## config.mk

```make
export PLATFORM = sky130hd
export DESIGN_NAME = stq_out
export DESIGN_NICKNAME = d
export VERILOG_FILES = /design/src/rtl/stq_pkg.sv /design/src/rtl/stq_out.sv
export SDC_FILE = /design/constraint.sdc
export NUM_CORES = 1
export LEC_CHECK = 0
export ABC_AREA = 1
export BUFFER_PORTS_ARGS = -buffer_cell sky130_fd_sc_hd__buf_2
export CAP_MARGIN = 10
export CORE_ASPECT_RATIO = 0.75
export CORE_MARGIN = 3
export CORE_UTILIZATION = 44
export CTS_CLUSTER_SIZE = 20
export DETAILED_ROUTE_END_ITERATION = 10
export HOLD_SLACK_MARGIN = 0.15
export PLACE_DENSITY = 0.79
export SYNTH_ARGS = -nofsm -noshare
export SYNTH_HDL_FRONTEND = slang
export SYNTH_SLANG_ARGS = --single-unit
```

## constraint.sdc

```tcl
create_clock -name clk_i -period 4.5 [get_ports clk_i]
set_input_delay 0.225 -clock clk_i [delete_from_list [all_inputs] [get_ports clk_i]]
set_output_delay 0.225 -clock clk_i [all_outputs]
set_load 0.005 [all_outputs]
```

## src/rtl/stq_pkg.sv

```systemverilog
package stq_pkg;

  // Control word that travels with every item along the chain.
  typedef struct packed {
    logic valid;       // slot carries an item
    logic is_query;    // 1 for a query, 0 for an insert
    logic empty;       // table held no entries when the query was taken
    logic overflowed;  // an insert was dropped since the previous query
    logic saturated;   // this query clamped the running total
  } stq_ctl_t;

endpackage

```

## src/rtl/stq_out.sv

```systemverilog
module stq_out #(
  parameter int VALUE_WIDTH = 48
) (
  input  logic                   clk_i,
  input  logic                   rst_ni,
  input  stq_pkg::stq_ctl_t      ctl_i,
  input  logic [VALUE_WIDTH+1:0] best_i,
  input  logic                   ready_i,
  output logic                   adv_o,
  output logic                   valid_o,
  output logic [VALUE_WIDTH:0]   distance_o,
  output logic                   empty_o,
  output logic                   overflowed_o,
  output logic                   saturated_o
);
  import stq_pkg::*;

  logic                 valid_q;
  logic                 last_qry;
  logic [VALUE_WIDTH:0] dist_d;
  logic [VALUE_WIDTH:0] dist_q;
  logic                 empty_q;
  logic                 ovf_q;
  logic                 sat_q;

  // The chain holds only while a result waits and another query is due to land.
  assign last_qry = ctl_i.valid & ctl_i.is_query;
  assign adv_o    = ~valid_q | ready_i | ~last_qry;

  // Empty table reads as zero; a distance beyond the field clamps to all ones.
  always_comb begin
    if (ctl_i.empty) begin
      dist_d = '0;
    end else if (best_i[VALUE_WIDTH+1]) begin
      dist_d = '1;
    end else begin
      dist_d = best_i[VALUE_WIDTH:0];
    end
  end

  // Output valid flag.
  always_ff @(posedge clk_i or negedge rst_ni) begin
    if (!rst_ni) begin
      valid_q <= 1'b0;
    end else if (adv_o && last_qry) begin
      valid_q <= 1'b1;
    end else if (ready_i) begin
      valid_q <= 1'b0;
    end
  end

  // Output payload.
  always_ff @(posedge clk_i) begin
    if (adv_o && last_qry) begin
      dist_q  <= dist_d;
      empty_q <= ctl_i.empty;
      ovf_q   <= ctl_i.overflowed;
      sat_q   <= ctl_i.saturated;
    end
  end

  assign valid_o      = valid_q;
  assign distance_o   = dist_q;
  assign empty_o      = empty_q;
  assign overflowed_o = ovf_q;
  assign saturated_o  = sat_q;

endmodule

```

**Word level (Yosys, flattened, before mapping)**

Cells that the tools add are included.

- Add/subtract/negate cells: 0
- $mul: 0
- Divide/modulo/power cells: 0
- $lt $le $gt $ge: 0
- Equal/unequal tests: 0
- Shifts and indexed selects: 0
- Mux-type cells: 3
- Bitwise logic cells: 5
- Reduce and logical (&&, ||, !) cells: 2

Operator list:

| operator | number |
|---|---|
| $mux 49 | 1 |
| $mux 1 | 2 |
| $not 1->1 | 2 |
| $or 1x1->1 | 2 |
| $reduce_bool 2->1 | 1 |
| $and 1x1->1 | 1 |
| $logic_and 1x1->1 | 1 |

- Bits in registers: 53
- Bits in latches: 0
- RAM bits: 0
- Memory bits (read-only): 0
- Bits of input ports: 58
- Output and inout port bits: 54
- Logic and storage cells: 15
- Memories: 0

**Logic depth before layout (Yosys ltp)**

- Depth in word-level cells: 5
- Mapped depth: 4
- Mapped depth without buffers: 3

**Least setup slack after synthesis**

OpenSTA, ideal clock, no wires.

- Kind: register -> register
- Start point: reg valid_q, in the netlist valid_o
- End point: reg dist_q[0], in the netlist distance_o[0], enable pin
- Library setup time: 0.479 ns
- Arrival: 2.979 ns
- Data required time: 4.021 ns
- Path slack: 1.043 ns
- Cell stages (with the launch flop): 2
- Buffers on the path: 0
- Clock period less this slack: 3.457 ns
- Cells stage by stage: dfrtp_1 > a21oi_1

- Longest elaborated chain between the ends: 4

RTL lines:

| element | RTL line | RTL |
|---|---|---|
| start, declared | stq_out.sv:18 | `logic valid_q;` |
| start signal, assigned | stq_out.sv:44 | `valid_q <= 1'b0;` |
| start signal, assigned | stq_out.sv:46 | `valid_q <= 1'b1;` |
| start signal, assigned | stq_out.sv:48 | `valid_q <= 1'b0;` |
| $not 1->1 | stq_out.sv:28 | `assign adv_o = ~valid_q \| ready_i \| ~last_qry;` |
| $or 1x1->1 (2 in series) | stq_out.sv:28 |  |
| $logic_and 1x1->1 | stq_out.sv:54 | `if (adv_o && last_qry) begin` |
| end signal, assigned | stq_out.sv:55 | `dist_q <= dist_d;` |
| end, declared | stq_out.sv:21 | `logic [VALUE_WIDTH:0] dist_q;` |

No other way between the ends.
A chain may end at the register's enable or synchronous reset.

**Final worst setup path**

- Start point: reg valid_q, in the netlist valid_o
- End point: reg dist_q[10], in the netlist distance_o[10], enable pin

The elaborated chain is that of the path after synthesis.

==> results_dict.tcl <==
set metrics [dict create \
    grt_pass1_wl_mm 6.59 \
    period_minus_slack_ns 1.50 \
    dpl.hpwl_mm 2.97 \
    ys_types 11 \
    nNetsFinal 337 \
    place_congestion 0.709 \
    drt_first_iter_violations 92 \
    max_clock_freq_ghz 0.665 \
    pwr-share-clk_pct 26.2 \
    drive_above_1_share_pct 42.3 \
    critPathCaptureType "flip-flop" \
    finalSetupViolCount 0 \
    postRouteAntennaNets 0 \
    grt_use_total_pct 15.5 \
    syn-cell-area_um2 2040 \
    netlist_instances 167 \
    rsz0062_at_grt "no" \
    clkTransAtPathRegs_ns 0.08 \
    cts_max_level 2 \
    drtPass1Iterations 4 \
    cp_max_fo 52 \
    die_x_um 84.6 \
    synth_top_area_cell "edfxtp_1" \
    core_um2 4250 \
    fin_setup_tns_ns 0 \
    port_buffers 111 \
    io_pins 112 \
    required_ns 4.43 \
    p_comb_share_pct 10.8 \
    num_rows 20 \
    outcome "completed" \
    numClockSinks 53 \
    grt_max_degree 53 \
    tritoncts "yes" \
    max_cap_violations 0 \
    async_flop_share_pct 1.89 \
    fin_skew_ns 0.00376 \
    numCtsBuffers 5 \
    synth_seq_cells 53 \
    tightestPinTransition_ns 0.848 \
    yosysTopAreaCellShare_pct 76.6 \
    seqPwrFrac_pct 62.9 \
    hold_violations 0 \
    crit_arrival_ns 1.43 \
    switching_share_pct 21.3 \
    worstSkewPairLatency_ns 0.29 \
    diodes 0 \
    yosysMostFrequentCell "nor2_1" \
    area_delta_synth_final_pct 33.9 \
    syn_area_per_cell_um2 12.2 \
    place_area_um2 2620 \
    synth_edf_count 52 \
    root_buffer "clkbuf_8" \
    start_util_pct 47.9 \
    antenna_found_initial 0 \
    power_density_nw_per_um2 336 \
    avgRoutedWirePerCell_um 12.7 \
    synth_area_leaders "edfxtp_1 77%, nor2_1 18%, buf_2 1.2%, dfrtp_1 1.2%, buf_4 0.74%" \
    grt-ovfl-total 0 \
    wl_mm 4.24 \
    intPower_uw 721 \
    routed_via_density 4.70 \
    synth_flop_cell "edfxtp_1" \
    fp.dieH_um 65.0 \
    crit_type "flip-flop to flip-flop" \
    ys_seq_area_share_pct 77.8 \
    multi_input_area_um2 402 \
    worst_setup_path_start_kind "flip-flop" \
    hp-class "primary input to flip-flop" \
    vias 1570 \
    design_area_um2 2730 \
    fin_crit_sh_pct 33.4 \
    hold-worst-slack_ns 0.214 \
    die-area_um2 5500 \
    synth_nets 225 \
    grt_pass1_vias 1456 \
    drc_errors 0 \
    fillCellCount 358 \
    cts_resized 0 \
    slew_headroom_pct 43.5 \
    p_leak_uw 0.00120 \
    seq_area_um2 1590 \
    synthTopCellsByCount "98 x nor2_1, 52 x edfxtp_1, 5 x buf_2, 3 x nand2_1" \
    clock_path_buffers 2 \
    slew_viol_final 0 \
    synth_warnings 0 \
    ir_worst_vdd_mv 0.203 \
    p_sw_uw 195 \
]
==> cell families after synthesis <==
family,share of synthesized area [%]
AOI/OAI and AO/OA,0.245
DFF,77.8
buffers and inverters,3.07
and+or+nand+nor,18.9
==> power by group through the flow <==
stage	clock, µW	sequential [µW]	combinational (µW)
after global placement	0	587	95.7
after CTS	250	577	101
after floorplan	0	593	41.5
after global routing	274	579	112
after detailed placement	0	588	99.0
final	240	577	99.3
==> final cells by class <==
cell class,count,share of cell area [%]
clock inverters,1,0.137
well taps,55,2.52
flip-flops and latches,53,58.1
repair buffers,115,21.7
multi-input cells,103,14.7
clock buffers,6,2.66
inverters,1,0.137
==> flip-flops by register name, summed over array words and instances, names as in the netlist <==
register      cells
empty_o           1
valid_o           1
saturated_o       1
overflowed_o      1
distance_o       49
==> timing repair <==
action                     in CTS  in global routing
hold endpoints to repair        3                  0
setup buffers                   0                  0
hold buffers                    3                  0
setup endpoints to repair       0                  0
==> path summary, 6_finish.rpt <==
kind,start,to,slack (ns),cells after the start
worst max-delay path,valid_o,distance_o[10],3.00,2
worst min register to register,valid_o,valid_o,0.60,2
worst min-delay path,best_i[4],distance_o[4],0.21,3
max in group asynchronous,rst_ni,valid_o,4.16,2
worst max register to register,valid_o,distance_o[10],3.00,2
min in group asynchronous,rst_ni,valid_o,0.25,2
==> cells in the final DEF, fill, tap and decap left out <==
master | Yosys | layout
clkinv_1 | 0 | 1
a21oi_4 | 0 | 1
inv_1 | 1 | 1
buf_2 | 5 | 111
clkbuf_1 | 2 | 1
buf_4 | 2 | 1
nand2_1 | 3 | 3
edfxtp_1 | 52 | 52
nor2_1 | 98 | 98
clkbuf_8 | 0 | 5
dfrtp_1 | 1 | 1
nand4_1 | 1 | 1
dlygate4sd3_1 | 0 | 3
==> layer usage <==
metal / vias to the layer above / GRT usage, % / share of wire [%]
met4: 0 / 4.74 / 1.1
met2: 68 / 26.3 / 49
met1: 727 / 18.7 / 39
li1: 768 / - / -
met5: - / 0 / 0
met3: 7 / 5.34 / 11
==> metrics by stage <==
| stage | util [%] | total power [µW] | cells | setup slack (ns) |
|---|---|---|---|---|
| 3_5_place_dp | 61.7 | 687 | 324 | 3.01 |
| 2_1_floorplan | - | 634 | 167 | 1.04 |
| 4_1_cts | 64.2 | 928 | 334 | 2.99 |
| 3_3_place_gp | 61.7 | 683 | 324 | 3.04 |
| 6_report | 64.2 | 916 | 334 | 3.00 |
| 5_1_grt | 64.2 | 966 | 334 | 2.93 |
==> critical path, stage by stage, from the launching register on <==
cell	delay (ns)
dfrtp_1	0.44
a21oi_4	0.15
buf_4	0.54
(Power assumes the default switching activity.)
