$ cat config.mk
export PLATFORM = sky130hd
export DESIGN_NAME = stq_front
export DESIGN_NICKNAME = d
export VERILOG_FILES = /design/src/rtl/stq_pkg.sv /design/src/rtl/stq_front.sv
export SDC_FILE = /design/constraint.sdc
export NUM_CORES = 1
export LEC_CHECK = 0
export BUFFER_PORTS_ARGS = -buffer_cell sky130_fd_sc_hd__buf_2
export CAP_MARGIN = 20
export CORE_MARGIN = 8
export CORE_UTILIZATION = 30
export DETAILED_ROUTE_END_ITERATION = 8
export GPL_TIMING_DRIVEN = 0
export PLACE_DENSITY_LB_ADDON = 0.08
export SLEW_MARGIN = 20
export SYNTH_ARGS = -nofsm -noshare
export SYNTH_HDL_FRONTEND = slang
export SYNTH_SLANG_ARGS = --single-unit
$ cat constraint.sdc
create_clock -name clk_i -period 5.36 [get_ports clk_i]
set_input_delay 0.804 -clock clk_i [delete_from_list [all_inputs] [get_ports clk_i]]
set_output_delay 0.804 -clock clk_i [all_outputs]
set_load 0.02 [all_outputs]
$ cat src/rtl/stq_pkg.sv
package stq_pkg;

  // Control word that travels with every item along the chain.
  typedef struct packed {
    logic valid;       // slot carries an item
    logic is_query;    // 1 for a query, 0 for an insert
    logic empty;       // table held no entries when the query was taken
    logic overflowed;  // an insert was dropped since the previous query
    logic saturated;   // this query clamped the running total
  } stq_ctl_t;

endpackage

$ cat src/rtl/stq_front.sv
module stq_front #(
  parameter int TABLE_DEPTH = 1024,
  parameter int VALUE_WIDTH = 48
) (
  input  logic                   clk_i,
  input  logic                   rst_ni,
  input  logic                   adv_i,
  input  logic                   in_valid_i,
  input  logic                   req_type_i,
  input  logic [VALUE_WIDTH-1:0] operand_i,
  output stq_pkg::stq_ctl_t      ctl_o,
  output logic [VALUE_WIDTH+1:0] a_o,
  output logic [VALUE_WIDTH+2:0] nt_o,
  output logic [VALUE_WIDTH+1:0] best_o
);
  import stq_pkg::*;

  localparam int TW = VALUE_WIDTH + 2;
  localparam int NW = VALUE_WIDTH + 3;
  localparam int CW = $clog2(TABLE_DEPTH + 1);
  localparam logic [TW-1:0] TMAX = {1'b0, {(TW-1){1'b1}}};
  localparam logic [TW-1:0] TMIN = {1'b1, {(TW-1){1'b0}}};

  logic [CW-1:0] count_q;
  logic [TW-1:0] total_q;
  logic          drop_q;
  logic          accept;
  logic          tab_full;
  logic [NW-1:0] sum;
  logic          sat;
  logic [TW-1:0] t_new;
  logic [TW-1:0] op_ext;

  stq_ctl_t      ctl1_q;
  logic [TW-1:0] a1_q;
  stq_ctl_t      ctl2_q;
  logic [TW-1:0] a2_q;
  logic [NW-1:0] nt2_q;
  logic [TW-1:0] best2_q;

  assign accept   = in_valid_i & adv_i;
  assign tab_full = (count_q == CW'(TABLE_DEPTH));
  assign op_ext   = {{2{operand_i[VALUE_WIDTH-1]}}, operand_i};

  // Saturating update of the running total; overflow shows in the top two bits.
  assign sum   = {total_q[TW-1], total_q} + {op_ext[TW-1], op_ext};
  assign sat   = sum[NW-1] ^ sum[NW-2];
  assign t_new = sat ? (sum[NW-1] ? TMIN : TMAX) : sum[TW-1:0];

  // Table fill count, running total and dropped-insert flag.
  always_ff @(posedge clk_i or negedge rst_ni) begin
    if (!rst_ni) begin
      count_q <= '0;
      total_q <= '0;
      drop_q  <= 1'b0;
    end else if (accept) begin
      if (req_type_i) begin
        total_q <= t_new;
        drop_q  <= 1'b0;
      end else if (tab_full) begin
        drop_q  <= 1'b1;
      end else begin
        count_q <= count_q + CW'(1);
      end
    end
  end

  // Control of the two entry stages.
  always_ff @(posedge clk_i or negedge rst_ni) begin
    if (!rst_ni) begin
      ctl1_q <= '0;
      ctl2_q <= '0;
    end else if (adv_i) begin
      ctl1_q.valid      <= accept & (req_type_i | ~tab_full);
      ctl1_q.is_query   <= req_type_i;
      ctl1_q.empty      <= (count_q == '0);
      ctl1_q.overflowed <= drop_q;
      ctl1_q.saturated  <= req_type_i & sat;
      ctl2_q            <= ctl1_q;
    end
  end

  // Payload of the entry stages; the second one prepares the negated total.
  always_ff @(posedge clk_i) begin
    if (adv_i) begin
      a1_q    <= req_type_i ? t_new : op_ext;
      a2_q    <= a1_q;
      nt2_q   <= NW'(0) - {a1_q[TW-1], a1_q};
      best2_q <= '1;
    end
  end

  assign ctl_o  = ctl2_q;
  assign a_o    = a2_q;
  assign nt_o   = nt2_q;
  assign best_o = best2_q;

endmodule

* After elaboration in Yosys (flattened, before gate mapping)
Cells that the tools add are included.
Word-level totals: memories 0, bits in writable memories 0, bits of input ports 53, bits in latches 0, register bits after elaboration 223, word-level logic and storage cells 37, memory bits (read-only) 0
Operators by class: shifts and indexed selects 0, multiply operators 0, bitwise gates (word level) 7, div/mod/pow operators 0, eq/ne operators 1, order comparisons 0, add/sub/neg operators 3, muxes and demuxes 5, reduce and logical (&&, ||, !) cells 5
Operators by type and width (count):
- $mux W50 | 3
- $add A50 B48 Y51 | 1
- $sub A1 B50 Y51 const A | 1
- $add A11 B1 Y11 const B | 1
- $eq A11 B11 Y1 const B | 1
- $logic_not A11 Y1 | 1
- $reduce_and A2 Y1 | 2
- $and A1 B1 Y1 | 3
- $reduce_and A3 Y1 | 1
- $mux W1 | 2
- $not A1 Y1 | 2
- $reduce_bool A2 Y1 | 1
- $or A1 B1 Y1 | 1
- $xor A1 B1 Y1 | 1

* Logic depth before layout (Yosys ltp)
depth in word-level cells 4, gate-level depth with buffers 15

* Worst setup path before layout
No wires, ideal clock.
kind input-to-reg, start point input port operand_i[0], end point register a1_q[0], data pin, cell stages on the path 15, data arrival time 3543 ps, slack 1551 ps, setup time 266 ps, required time 5094 ps, cells stage by stage ha_1 > fa_1 > a211oi_1 > o211ai_1 > a21boi_1 > o211ai_2 > o21a_2 > a31oi_4 > nor2_4 > and3b_1 > buf_4 > buf_6 > buf_6 > o211ai_1 > o21ai_1
Between the ends: word-level cells in the longest chain between the ends 4, elaborated cells on any way between the ends 5
RTL lines:
- start, declared | line stq_front.sv:10 | input logic [VALUE_WIDTH-1:0] operand_i,
- $add A50 B48 Y51 | line stq_front.sv:46 | assign sum = {total_q[TW-1], total_q} + {op_ext[TW-1], op_ext};
- $mux W50 / $xor A1 B1 Y1 (equally long branches) | line stq_front.sv:48, stq_front.sv:47
- $mux W50 | line stq_front.sv:48 | assign t_new = sat ? (sum[NW-1] ? TMIN : TMAX) : sum[TW-1:0];
- $mux W50 (*) | line stq_front.sv:86 | a1_q <= req_type_i ? t_new : op_ext;
- end signal, assigned | line stq_front.sv:86
- end, declared | line stq_front.sv:35 | logic [TW-1:0] a1_q;
Every way passes the cells marked *; elsewhere a longest branch is shown, timed or not. A chain may end at the register's enable or synchronous reset.

* Worst setup path in the final report
start point input port operand_i[0], end point register a1_q[48], data pin
Between the ends: word-level cells in the longest chain between the ends 4, elaborated cells on any way between the ends 5
RTL lines (line):
- $add A50 B48 Y51 (*) | stq_front.sv:46
- $mux W50 / $xor A1 B1 Y1 (equally long branches) | stq_front.sv:48, stq_front.sv:47
- $mux W50 (*) | stq_front.sv:48
- $mux W50 (*) | stq_front.sv:86
Marked as above.

==> metrics.yaml <==
outcome: "complete, no violations"
cp-start-kind: "input pin"
max_freq_mhz: 243
clk_pin_slew_ps: 60
fin_nets: 1491
core_area_sq_mm: 0.0406
whs_ps: 258
grt_pass1_wl_mm: 54.7
finalCritPeriodShare_pct: 76.9
first_pass_iters: 5
finalSetupViolCount: 0
power_mw: 8.12
p_per_area_mw_per_mm2: 553
routed_wirelength_mm: 34.6
relSlewSlack_pct: 29.2
grt_usage_pct: 14.4
syn2layout_area_growth_pct: 20.3
initial_core_util_pct: 30.1
min_period_ps: 4120
ctsHoldBuffers: 0
cts-buffers-inserted: 27
clockBufferDepth: 3
layout-drive-gt1-share_pct: 20.2
fin_skew_ps: 9.09
wl_per_cell_um: 17.9
worstPathArrival_ps: 4370
ioPinCount: 209
holdCritPathClass: "input pin to async pin"
htree_levels: 1
syn_avg_cell_area_sq_um: 10.7
hold_viol_final: 0
vias_per_cell: 4.70
die-area_sq_mm: 0.0474
drv_slew: 0
hpwl_mm: 26.5
cp_max_fo: 10
synth.distinct_cells: 69
row_count: 74
clock_sinks: 222
grt_max_degree: 96
tightest_slew_ps: 1050
endpoint_kind: "flop"
async_flop_share_pct: 32.4
route.detailed.drc: 0
synth_area_sq_mm: 0.0122
setup.worst_path.class: "input pin to flop"
synth_cells: 1147
drtAntennaViolNets: 0
numPortBuffers: 157
cp_data_required_time_ps: 5610
root_buffer: "clkbuf_16"
grt-ovfl-total: 0
worstSkewPairLatency_ps: 550
vias: 9093
die_h_um: 218
place_congestion: 0.809
antenna_found_initial: 6
synth-warning-count: 0
ys_ff_latch: 222
seq_area_frac_synth_pct: 51.6
dr.first_iter.drc_count: 495
grt_pass1_vias: 9367
vdd_drop_max_mv: 0.213
fp.dieW_um: 218
maxCapViolCount: 0
grt_setup_unrepaired: "false"
p_leak_nw: 6.03
synth_edf_count: 150
ys.flop_type: "edfxtp_1"
cts_setup_buffers: 0
cts_tree: "done"
cts_resized: 0
## layout by cell type (no fill, tap or decap), drive strengths merged, types with 8 or more instances in the layout
master	netlist	routed
buf	67	226
o211ai	10	10
o2bb2ai	43	43
xnor2	71	71
nand4	18	18
o21a	8	8
and3	8	8
nor2	106	106
nand2	115	115
a21o	27	27
nor3	22	22
inv	29	29
o21bai	11	11
o21ai	89	89
a21oi	62	62
nand3	15	15
a31oi	10	10
conb	1	50
clkinv	0	9
nor4	16	16
xor2	31	31
or3	10	10
clkbuf	28	66
dfrtp	72	72
ha	53	53
edfxtp	150	150
a211oi	8	8
## worst paths after layout
kind / slack [ps] / end / cells past startpoint / startpoint
max in group asynchronous: 4480 / total_q[20] / 2 / rst_ni
worst min-delay path: 260 / total_q[41] / 1 / rst_ni
min in group clk_i: 480 / total_q[2] / 2 / total_q[2]
worst max register to register: 1260 / a1_q[48] / 14 / total_q[0]
worst max-delay path: 1240 / a1_q[48] / 15 / operand_i[0]
worst min register to register: 480 / total_q[2] / 2 / total_q[2]
## critical path: stages
cell	delay, ps
buf_2	120
ha_1	240
fa_1	430
a211oi_1	360
o211ai_1	200
a21boi_1	500
o211ai_2	140
o21a_2	280
a31oi_4	250
nor2_4	70
and3b_1	190
buf_4	140
buf_6	140
nor4_2	260
o21ai_0	210
## per-stage QoR
step	cells	setup WS [ps]	area, sq um	setup TNS, ps	util [%]
3_5_place_dp	1887	663	13900	0	34.3
4_1_cts	1935	1160	14700	0	36.2
5_1_grt	1936	951	14700	0	36.2
6_report	1936	1240	14700	0	36.2
3_3_place_gp	1885	-222	13900	-850	34.2
2_1_floorplan	1196	1550	12400	0	-
## routing by layer
layer	track usage, %	vias up	part of all wire [%]
met1	19.1	4336	45
met4	3.20	8	1.5
met5	0	-	0.13
met3	2.69	39	4.8
met2	24.3	164	48
li1	-	4546	-
## cell families after synthesis
group / Yosys count / synth area share, %
buffers and inverters: 124 / 5.70
adder cells (fa/ha/maj): 54 / 5.59
other: 1 / 0.0307
multiplexers: 7 / 0.737
XOR/XNOR: 102 / 7.31
AO/OA/AOI/OAI: 293 / 15.6
AND/OR/NAND/NOR: 344 / 13.4
flip-flops: 222 / 51.6
## synth_stat cells, types with 11 or more instances
cell type,instances,share of area (%)
nor4_1,13,0.67
a21o_1,27,1.7
edfxtp_1,150,37
nand2_1,111,3.4
inv_1,28,0.86
buf_4,54,3.3
o21ai_1,17,0.70
nor3_1,21,0.86
buf_2,11,0.45
a21oi_1,62,2.5
o21bai_1,11,0.68
xnor2_1,71,5.1
nand3_1,15,0.61
ha_1,53,5.4
nor2_1,105,3.2
o2bb2ai_1,43,3.1
o21ai_0,72,2.9
dfrtp_1,72,15
nand4_1,18,0.92
clkbuf_1,28,0.86
xor2_1,31,2.2
## where the power goes
group          switching, mW  leakage [nW]  internal [mW]
Combinational           2.29          3.28           1.38
Clock                  0.711         0.376          0.968
Sequential             0.309          2.37           2.46
Total                   3.31          6.03           4.81
## state kept, by name, summed over array words and instances (netlist names)
signal,count
nt_o,50
a1_q,50
a_o,50
drop_q,1
ctl1_q,5
total_q,50
ctl_o,5
count_q,11
## final cells by class
cell class / count / area [sq um]
flip-flops and latches: 222 / 6310
plain buffers: 95 / 588
inverters: 29 / 109
clock inverters: 10 / 65.1
diodes: 1 / 2.50
clock buffers: 38 / 717
fillers: 4190 / 25900
well taps: 532 / 666
repair buffers: 159 / 846
multi-input cells: 850 / 5400
Power figures use the tool's default switching activity.
