--- config.mk ---
export PLATFORM = sky130hd
export DESIGN_NAME = stq_cell
export DESIGN_NICKNAME = d
export VERILOG_FILES = /design/src/rtl/stq_pkg.sv /design/src/rtl/stq_cell.sv
export SDC_FILE = /design/constraint.sdc
export NUM_CORES = 1
export LEC_CHECK = 0
export BUFFER_PORTS_ARGS = -buffer_cell sky130_fd_sc_hd__buf_2
export CELL_PAD_IN_SITES_DETAIL_PLACEMENT = 1
export CELL_PAD_IN_SITES_GLOBAL_PLACEMENT = 1
export CORE_UTILIZATION = 24
export DETAILED_ROUTE_END_ITERATION = 8
export PLACE_DENSITY = 0.59
export SYNTH_ARGS = -nofsm -noshare
export SYNTH_HDL_FRONTEND = slang
export SYNTH_SLANG_ARGS = --single-unit
--- constraint.sdc ---
create_clock -name clk_i -period 5.87 [get_ports clk_i]
set_input_delay 0 -clock clk_i [delete_from_list [all_inputs] [get_ports clk_i]]
set_output_delay 0 -clock clk_i [all_outputs]
set_load 0.03 [all_outputs]
--- src/rtl/stq_pkg.sv ---
package stq_pkg;

  // Control word that travels with every item along the chain.
  typedef struct packed {
    logic valid;       // slot carries an item
    logic is_query;    // 1 for a query, 0 for an insert
    logic empty;       // table held no entries when the query was taken
    logic overflowed;  // an insert was dropped since the previous query
    logic saturated;   // this query clamped the running total
  } stq_ctl_t;

endpackage

--- src/rtl/stq_cell.sv ---
module stq_cell #(
  parameter int VALUE_WIDTH = 48
) (
  input  logic                   clk_i,
  input  logic                   rst_ni,
  input  logic                   adv_i,
  input  stq_pkg::stq_ctl_t      ctl_i,
  input  logic [VALUE_WIDTH+1:0] a_i,
  input  logic [VALUE_WIDTH+2:0] nt_i,
  input  logic [VALUE_WIDTH+1:0] best_i,
  output stq_pkg::stq_ctl_t      ctl_o,
  output logic [VALUE_WIDTH+1:0] a_o,
  output logic [VALUE_WIDTH+2:0] nt_o,
  output logic [VALUE_WIDTH+1:0] best_o
);
  import stq_pkg::*;

  localparam int TW = VALUE_WIDTH + 2;
  localparam int NW = VALUE_WIDTH + 3;

  logic                          full_q;
  logic                          full_d;
  logic signed [VALUE_WIDTH-1:0] val_q;
  logic signed [VALUE_WIDTH-1:0] val_d;
  logic signed [VALUE_WIDTH-1:0] in_val;
  logic [NW-1:0]                 e_ext;
  logic [NW-1:0]                 dpos;
  logic [NW-1:0]                 dneg;
  logic [TW-1:0]                 mag;
  logic                          is_ins;
  logic                          is_qry;

  stq_ctl_t      ctl_q, ctl_d;
  logic [TW-1:0] a_q, a_d;
  logic [NW-1:0] nt_q;
  logic [TW-1:0] best_q, best_d;

  assign in_val = $signed(a_i[VALUE_WIDTH-1:0]);
  assign is_ins = ctl_i.valid & ~ctl_i.is_query;
  assign is_qry = ctl_i.valid & ctl_i.is_query;

  // Distance of the stored entry from the query total, both signs worked in parallel.
  assign e_ext = {{3{val_q[VALUE_WIDTH-1]}}, val_q};
  assign dpos  = {a_i[TW-1], a_i} + e_ext;
  assign dneg  = nt_i - e_ext;
  assign mag   = dpos[NW-1] ? dneg[TW-1:0] : dpos[TW-1:0];

  // An insert settles in an empty cell or swaps with a larger entry and carries it on.
  always_comb begin
    ctl_d  = ctl_i;
    a_d    = a_i;
    best_d = best_i;
    val_d  = val_q;
    full_d = full_q;
    if (is_ins) begin
      if (!full_q) begin
        val_d       = in_val;
        full_d      = 1'b1;
        ctl_d.valid = 1'b0;
      end else if (val_q > in_val) begin
        val_d = in_val;
        a_d   = {{2{val_q[VALUE_WIDTH-1]}}, val_q};
      end
    end
    if (is_qry && full_q && (mag < best_i)) begin
      best_d = mag;
    end
  end

  // Control state of the cell.
  always_ff @(posedge clk_i or negedge rst_ni) begin
    if (!rst_ni) begin
      full_q <= 1'b0;
      ctl_q  <= '0;
    end else if (adv_i) begin
      full_q <= full_d;
      ctl_q  <= ctl_d;
    end
  end

  // Stored entry and the payload handed to the next cell.
  always_ff @(posedge clk_i) begin
    if (adv_i) begin
      val_q  <= val_d;
      a_q    <= a_d;
      nt_q   <= nt_i;
      best_q <= best_d;
    end
  end

  assign ctl_o  = ctl_q;
  assign a_o    = a_q;
  assign nt_o   = nt_q;
  assign best_o = best_q;

endmodule

Word-level counts from Yosys, hierarchy flattened --
Cells that the tools add are included.
Word-level totals: register bits 205, input bits 159, output and inout bits 156, logic and storage cells 31
Operators by class: $add $sub $neg 2, magnitude comparators 2, eq/ne operators 1, mux-type cells 9, bitwise gates (word level) 3, reduce and logical (&&, ||, !) cells 4
Operator list (count):
- $mux W50 | 5
- $mux W48 | 2
- $add A50 B48 Y51 | 1
- $lt A50 B50 Y1 | 1
- $sub A50 B50 Y50 | 1
- $gt A48 B48 Y1 | 1
- $reduce_and A3 Y1 | 1
- $and A1 B1 Y1 | 2
- $logic_and A1 B1 Y1 | 2
- $mux W1 | 2
- $ne A2 B1 Y1 const B | 1
- $reduce_and A2 Y1 | 1
- $not A1 Y1 | 1

Depth between registers and ports, before layout --
word-level depth 5, mapped depth 26, mapped depth without buffers 23

Least setup slack after synthesis --
OpenSTA, ideal clock, no wires.
path kind register -> register, start register val_q[0], end register best_q[0], in the netlist best_o[0], data pin, library setup time 0.260 ns, arrival 5.303 ns, data required time 5.610 ns, setup slack 0.308 ns, stages on the path, launching flop included 25, path buffers 3, period minus slack after synthesis 5.562 ns, cells stage by stage edfxtp_1 > ha_1 > inv_1 > fa_1 > o21bai_1 > a2111o_1 > a211o_1 > o2111a_1 > o2111a_1 > o31ai_1 > and2_1 > buf_6 > clkbuf_1 > a21oi_1 > ha_1 > a21o_1 > a211oi_1 > o21bai_1 > a21oi_1 > o31ai_1 > a221o_1 > a21oi_1 > o21a_1 > buf_2 > mux2_2
On the way: word-level cells in the longest chain between the ends 5, elaborated cells between the ends (all ways) 6, those cells by class add/sub: 2; order compare: 1; mux: 2; reduce/logical: 1
Ends and longest elaborated chain:
- from (decl) | RTL line stq_cell.sv:23 | logic signed [VALUE_WIDTH-1:0] val_q;
- from (signal assigned) | RTL line stq_cell.sv:84 | val_q <= val_d;
- $add A50 B48 Y51 or $sub A50 B50 Y50 (tied branches) | RTL line stq_cell.sv:44, stq_cell.sv:45
- $mux W50 * | RTL line stq_cell.sv:46 | assign mag = dpos[NW-1] ? dneg[TW-1:0] : dpos[TW-1:0];
- $lt A50 B50 Y1 | RTL line stq_cell.sv:65 | if (is_qry && full_q && (mag < best_i)) begin
- $logic_and A1 B1 Y1 | RTL line stq_cell.sv:65
- $mux W50 * | RTL line stq_cell.sv:65
- via best_d[0] | RTL line stq_cell.sv:36 | logic [TW-1:0] best_q, best_d;
- to (signal assigned) | RTL line stq_cell.sv:87 | best_q <= best_d;
- to (decl) | RTL line stq_cell.sv:36
The timed path passes the listed nets; every way through them passes the cells marked *. A chain may end at the register's enable or synchronous reset.

Worst setup path in the final report --
start register val_q[0], end register best_q[33], in the netlist best_o[33], data pin
The elaborated chain is that of the path after synthesis.

==> impl_metrics.csv <==
group,metric,value,unit
run_status,status,"finished with violations",
run_status,violations,"setup timing",
floorplan,rows,95,
routing,drt-total-wl,71.13,mm
floorplan,dieArea,0.06917,mm^2
floorplan,ios,315,
routing,drt_first_iter_violations,927,
finish,final_area,0.02363,mm^2
sta,fin_ws,-0.1360,ns
setup_path,worstSetupPathType,"reg2reg",
sta,setup_violations,50,
sta,tightest_slew,0.8283,ns
synth,synth_compound_area_frac,0.1808,
routing,drc_errors,0,
synth,synthAdderAreaFrac,0.1524,
sta,slew_headroom,0.4478,
sta,min_period_over_period,1.023,
setup_path,crit_required,6.19,ns
synth,synth_top_family_by_area,"compound AO/OA/AOI/OAI gates",
floorplan,core_area,0.06728,mm^2
synth,ys_types,67,
finish,fin_nets,2729,
sta,fin_worst_skew,0.03539,ns
power,power_density,241.0,mW/mm^2
synth,synth_common_cells,"inv_1, edfxtp_1, ha_1",
power,p_leak,0.01049,uW
floorplan,start_util,0.2430,
setup_path,worst_setup_path_start_kind,"flop",
sta,final_hold_viol_count,0,
synth,yosysMostFrequentCell,"inv_1",
grt,antenna_found_initial,4,
hold_path,hold_class,"in2reg",
sta,holdWs,0.1618,ns
place,place_congestion,0.9213,
synth,async_reset_ff_frac,0.02927,
finish,fin_cells,3270,
clocking,clk_latency,0.60,ns
synth,synth_edf_count,199,
place,place_ws,-0.4067,ns
routing,dr.pass1.iters,6,
synth,syn_area,0.01635,mm^2
routing,routed_via_density,4.843,
synth,syn-num-nets,2041,
synth,synthMuxAreaShare,0.07607,
grt,grt_overflow,0,
setup_path,crit_path_max_fanout,8,
clocking,ctsRootBufferMaster,"clkbuf_16",
power,ir_drop,137.1,uV
grt,first_global_vias,16940,
synth,avgSynthCellArea,9.709,um^2
synth,ys_seq_elements,205,
place,placed_area,0.02051,mm^2
sta,finalMaxSlewViolations,0,
synth,synth_flop_cell,"edfxtp_1",
routing,drtAntennaViolNets,0,
place,port_buffers,314,
routing,wl_per_cell,21.75,um
floorplan,die_h,263.0,um
clocking,cts_tree,"built",
synth,ys_top_cells_by_area,"edfxtp_1, ha_1, inv_1",
clocking,cts_buffers,28,
clocking,path_clk_slew,0.06,ns
synth,yosysWarnings,0,
place,dpl.hpwl,57.18,mm
routing,dr_total_vias,15840,
sta,final.min_clock_period,6.006,ns
clocking,clock_path_buffers,3,
synth,syn_inst,1684,
place,placed_cells,3031,
grt,grtUsageTotal,0.1990,
synth,netlist.area_leader.share,0.3655,
synth,ys_seq_area_frac,0.3747,
finish,final_layout_size_suffix_gt1_frac,0.2982,
floorplan,fp.dieW,263.0,um
setup_path,cp-end-kind,"flop",
finish,area_growth,44.52,%
grt,grt_max_degree,63,
clocking,cts_sinks,205,
clocking,h-tree-depth,1,
setup_path,arrival,6.32,ns
sta,rsz0062_at_grt,"true",
synth,synth_top_area_cell,"edfxtp_1",
job,cap_violations,0,
synth,yosys.area_share.simple,0.1092,
sta,max_freq,166.5,MHz
synth,synth_xor_area_frac,0.04607,
grt,grt_pass1_wl,105.8,mm
[cells by family (layout without fill, tap and decap cells)]
| logic type | Yosys count | count (layout) |
|---|---|---|
| adder cells (fa/ha/maj) | 198 | 198 |
| other | 0 | 3 |
| flip-flops | 205 | 205 |
| buffers and inverters | 260 | 970 |
| multiplexers | 117 | 117 |
| AO/OA/AOI/OAI | 455 | 455 |
| XOR/XNOR | 86 | 86 |
| AND/OR/NAND/NOR | 363 | 363 |
[routing by layer]
layer	up-vias	wire (um)	track usage
li1	7569	-	-
met1	7811	32120	0.2637
met2	391	34570	0.3449
met3	65	2886	0.02170
met4	2	1547	0.04678
met5	-	8	0
[registers in the layout, summed over array words and instances (netlist names)]
register	flops
best_o	50
ctl_o	5
val_q	48
full_q	1
a_o	50
nt_o	51
[what timing repair did]
| action | 4_1_cts | 5_1_grt |
|---|---|---|
| gates cloned | 2 | 1 |
| hold endpoints to repair | 254 | 0 |
| buffers inserted | 12 | 7 |
| gates resized for setup | 50 | 38 |
| setup endpoints to repair | 50 | 50 |
| hold buffers | 164 | 0 |
| pin swaps | 18 | 12 |
[per-stage QoR]
step	power [uW]	TNS [ns]	util
floorplan	2866	0	-
global placement	3696	-16.86	0.3048
detailed placement	3731	-19.06	0.3048
CTS	5705	-5.246	0.3479
global route	5960	-15.67	0.3512
finish	5694	-4.406	0.3512
[where the power goes]
part	leakage [uW]	total (uW)	switching (uW)	internal (uW)
logic	0.00806	2140	1230	912
clock network	0.000450	1770	759	1010
registers	0.00198	1780	42.4	1730
total	0.0105	5690	2030	3660
[worst paths after layout]
check                           startpoint         end  slack (ns)  cells after the start
max in group asynchronous           rst_ni    ctl_o[0]        5.24                      3
min in group asynchronous           rst_ni    ctl_o[3]        0.38                      3
worst max-delay path              val_q[0]  best_o[33]       -0.14                     23
worst max register to register    val_q[0]  best_o[33]       -0.14                     23
worst min-delay path              nt_i[11]    nt_o[11]        0.16                      2
worst min register to register      full_q      full_q        0.64                      1
[cell type report]
cell class	instances	area [um^2]
Antenna cell	3	7.507
Clock buffer	29	704.4
Clock inverter	23	230.2
Fill cell	7773	43650
Inverter	202	758.2
Multi-Input combinational cell	1219	9553
Sequential cell	205	6126
Tap cell	873	1092
Timing Repair Buffer	716	5156
[placed cells by master, fill, tap and decap left out, types with 54 or more instances in the layout]
cell             n
buf_4          223
inv_1          201
mux2_2          54
nand2_1         91
nor2_1          91
a21oi_1        131
edfxtp_1       199
dlygate4sd3_1  164
xnor2_1         67
o21ai_0         76
buf_2          313
mux2i_1         54
ha_1           191
[critical path: stages (launching register included)]
cell	delay, ns
edfxtp_1	0.40
ha_2	0.21
inv_2	0.06
fa_2	0.23
o21bai_4	0.07
a2111o_1	0.42
a211o_1	0.30
o2111a_1	0.27
o2111a_1	0.28
or4_4	0.43
and2_4	0.19
buf_8	0.13
and3_1	0.16
or4_4	0.52
ha_4	0.29
nand4_1	0.10
nor3_2	0.16
nand4_1	0.25
nor3_2	0.25
nand4_1	0.15
o21a_4	0.26
buf_8	0.14
buf_12	0.15
mux2_4	0.30
(Power assumes the default switching activity.)
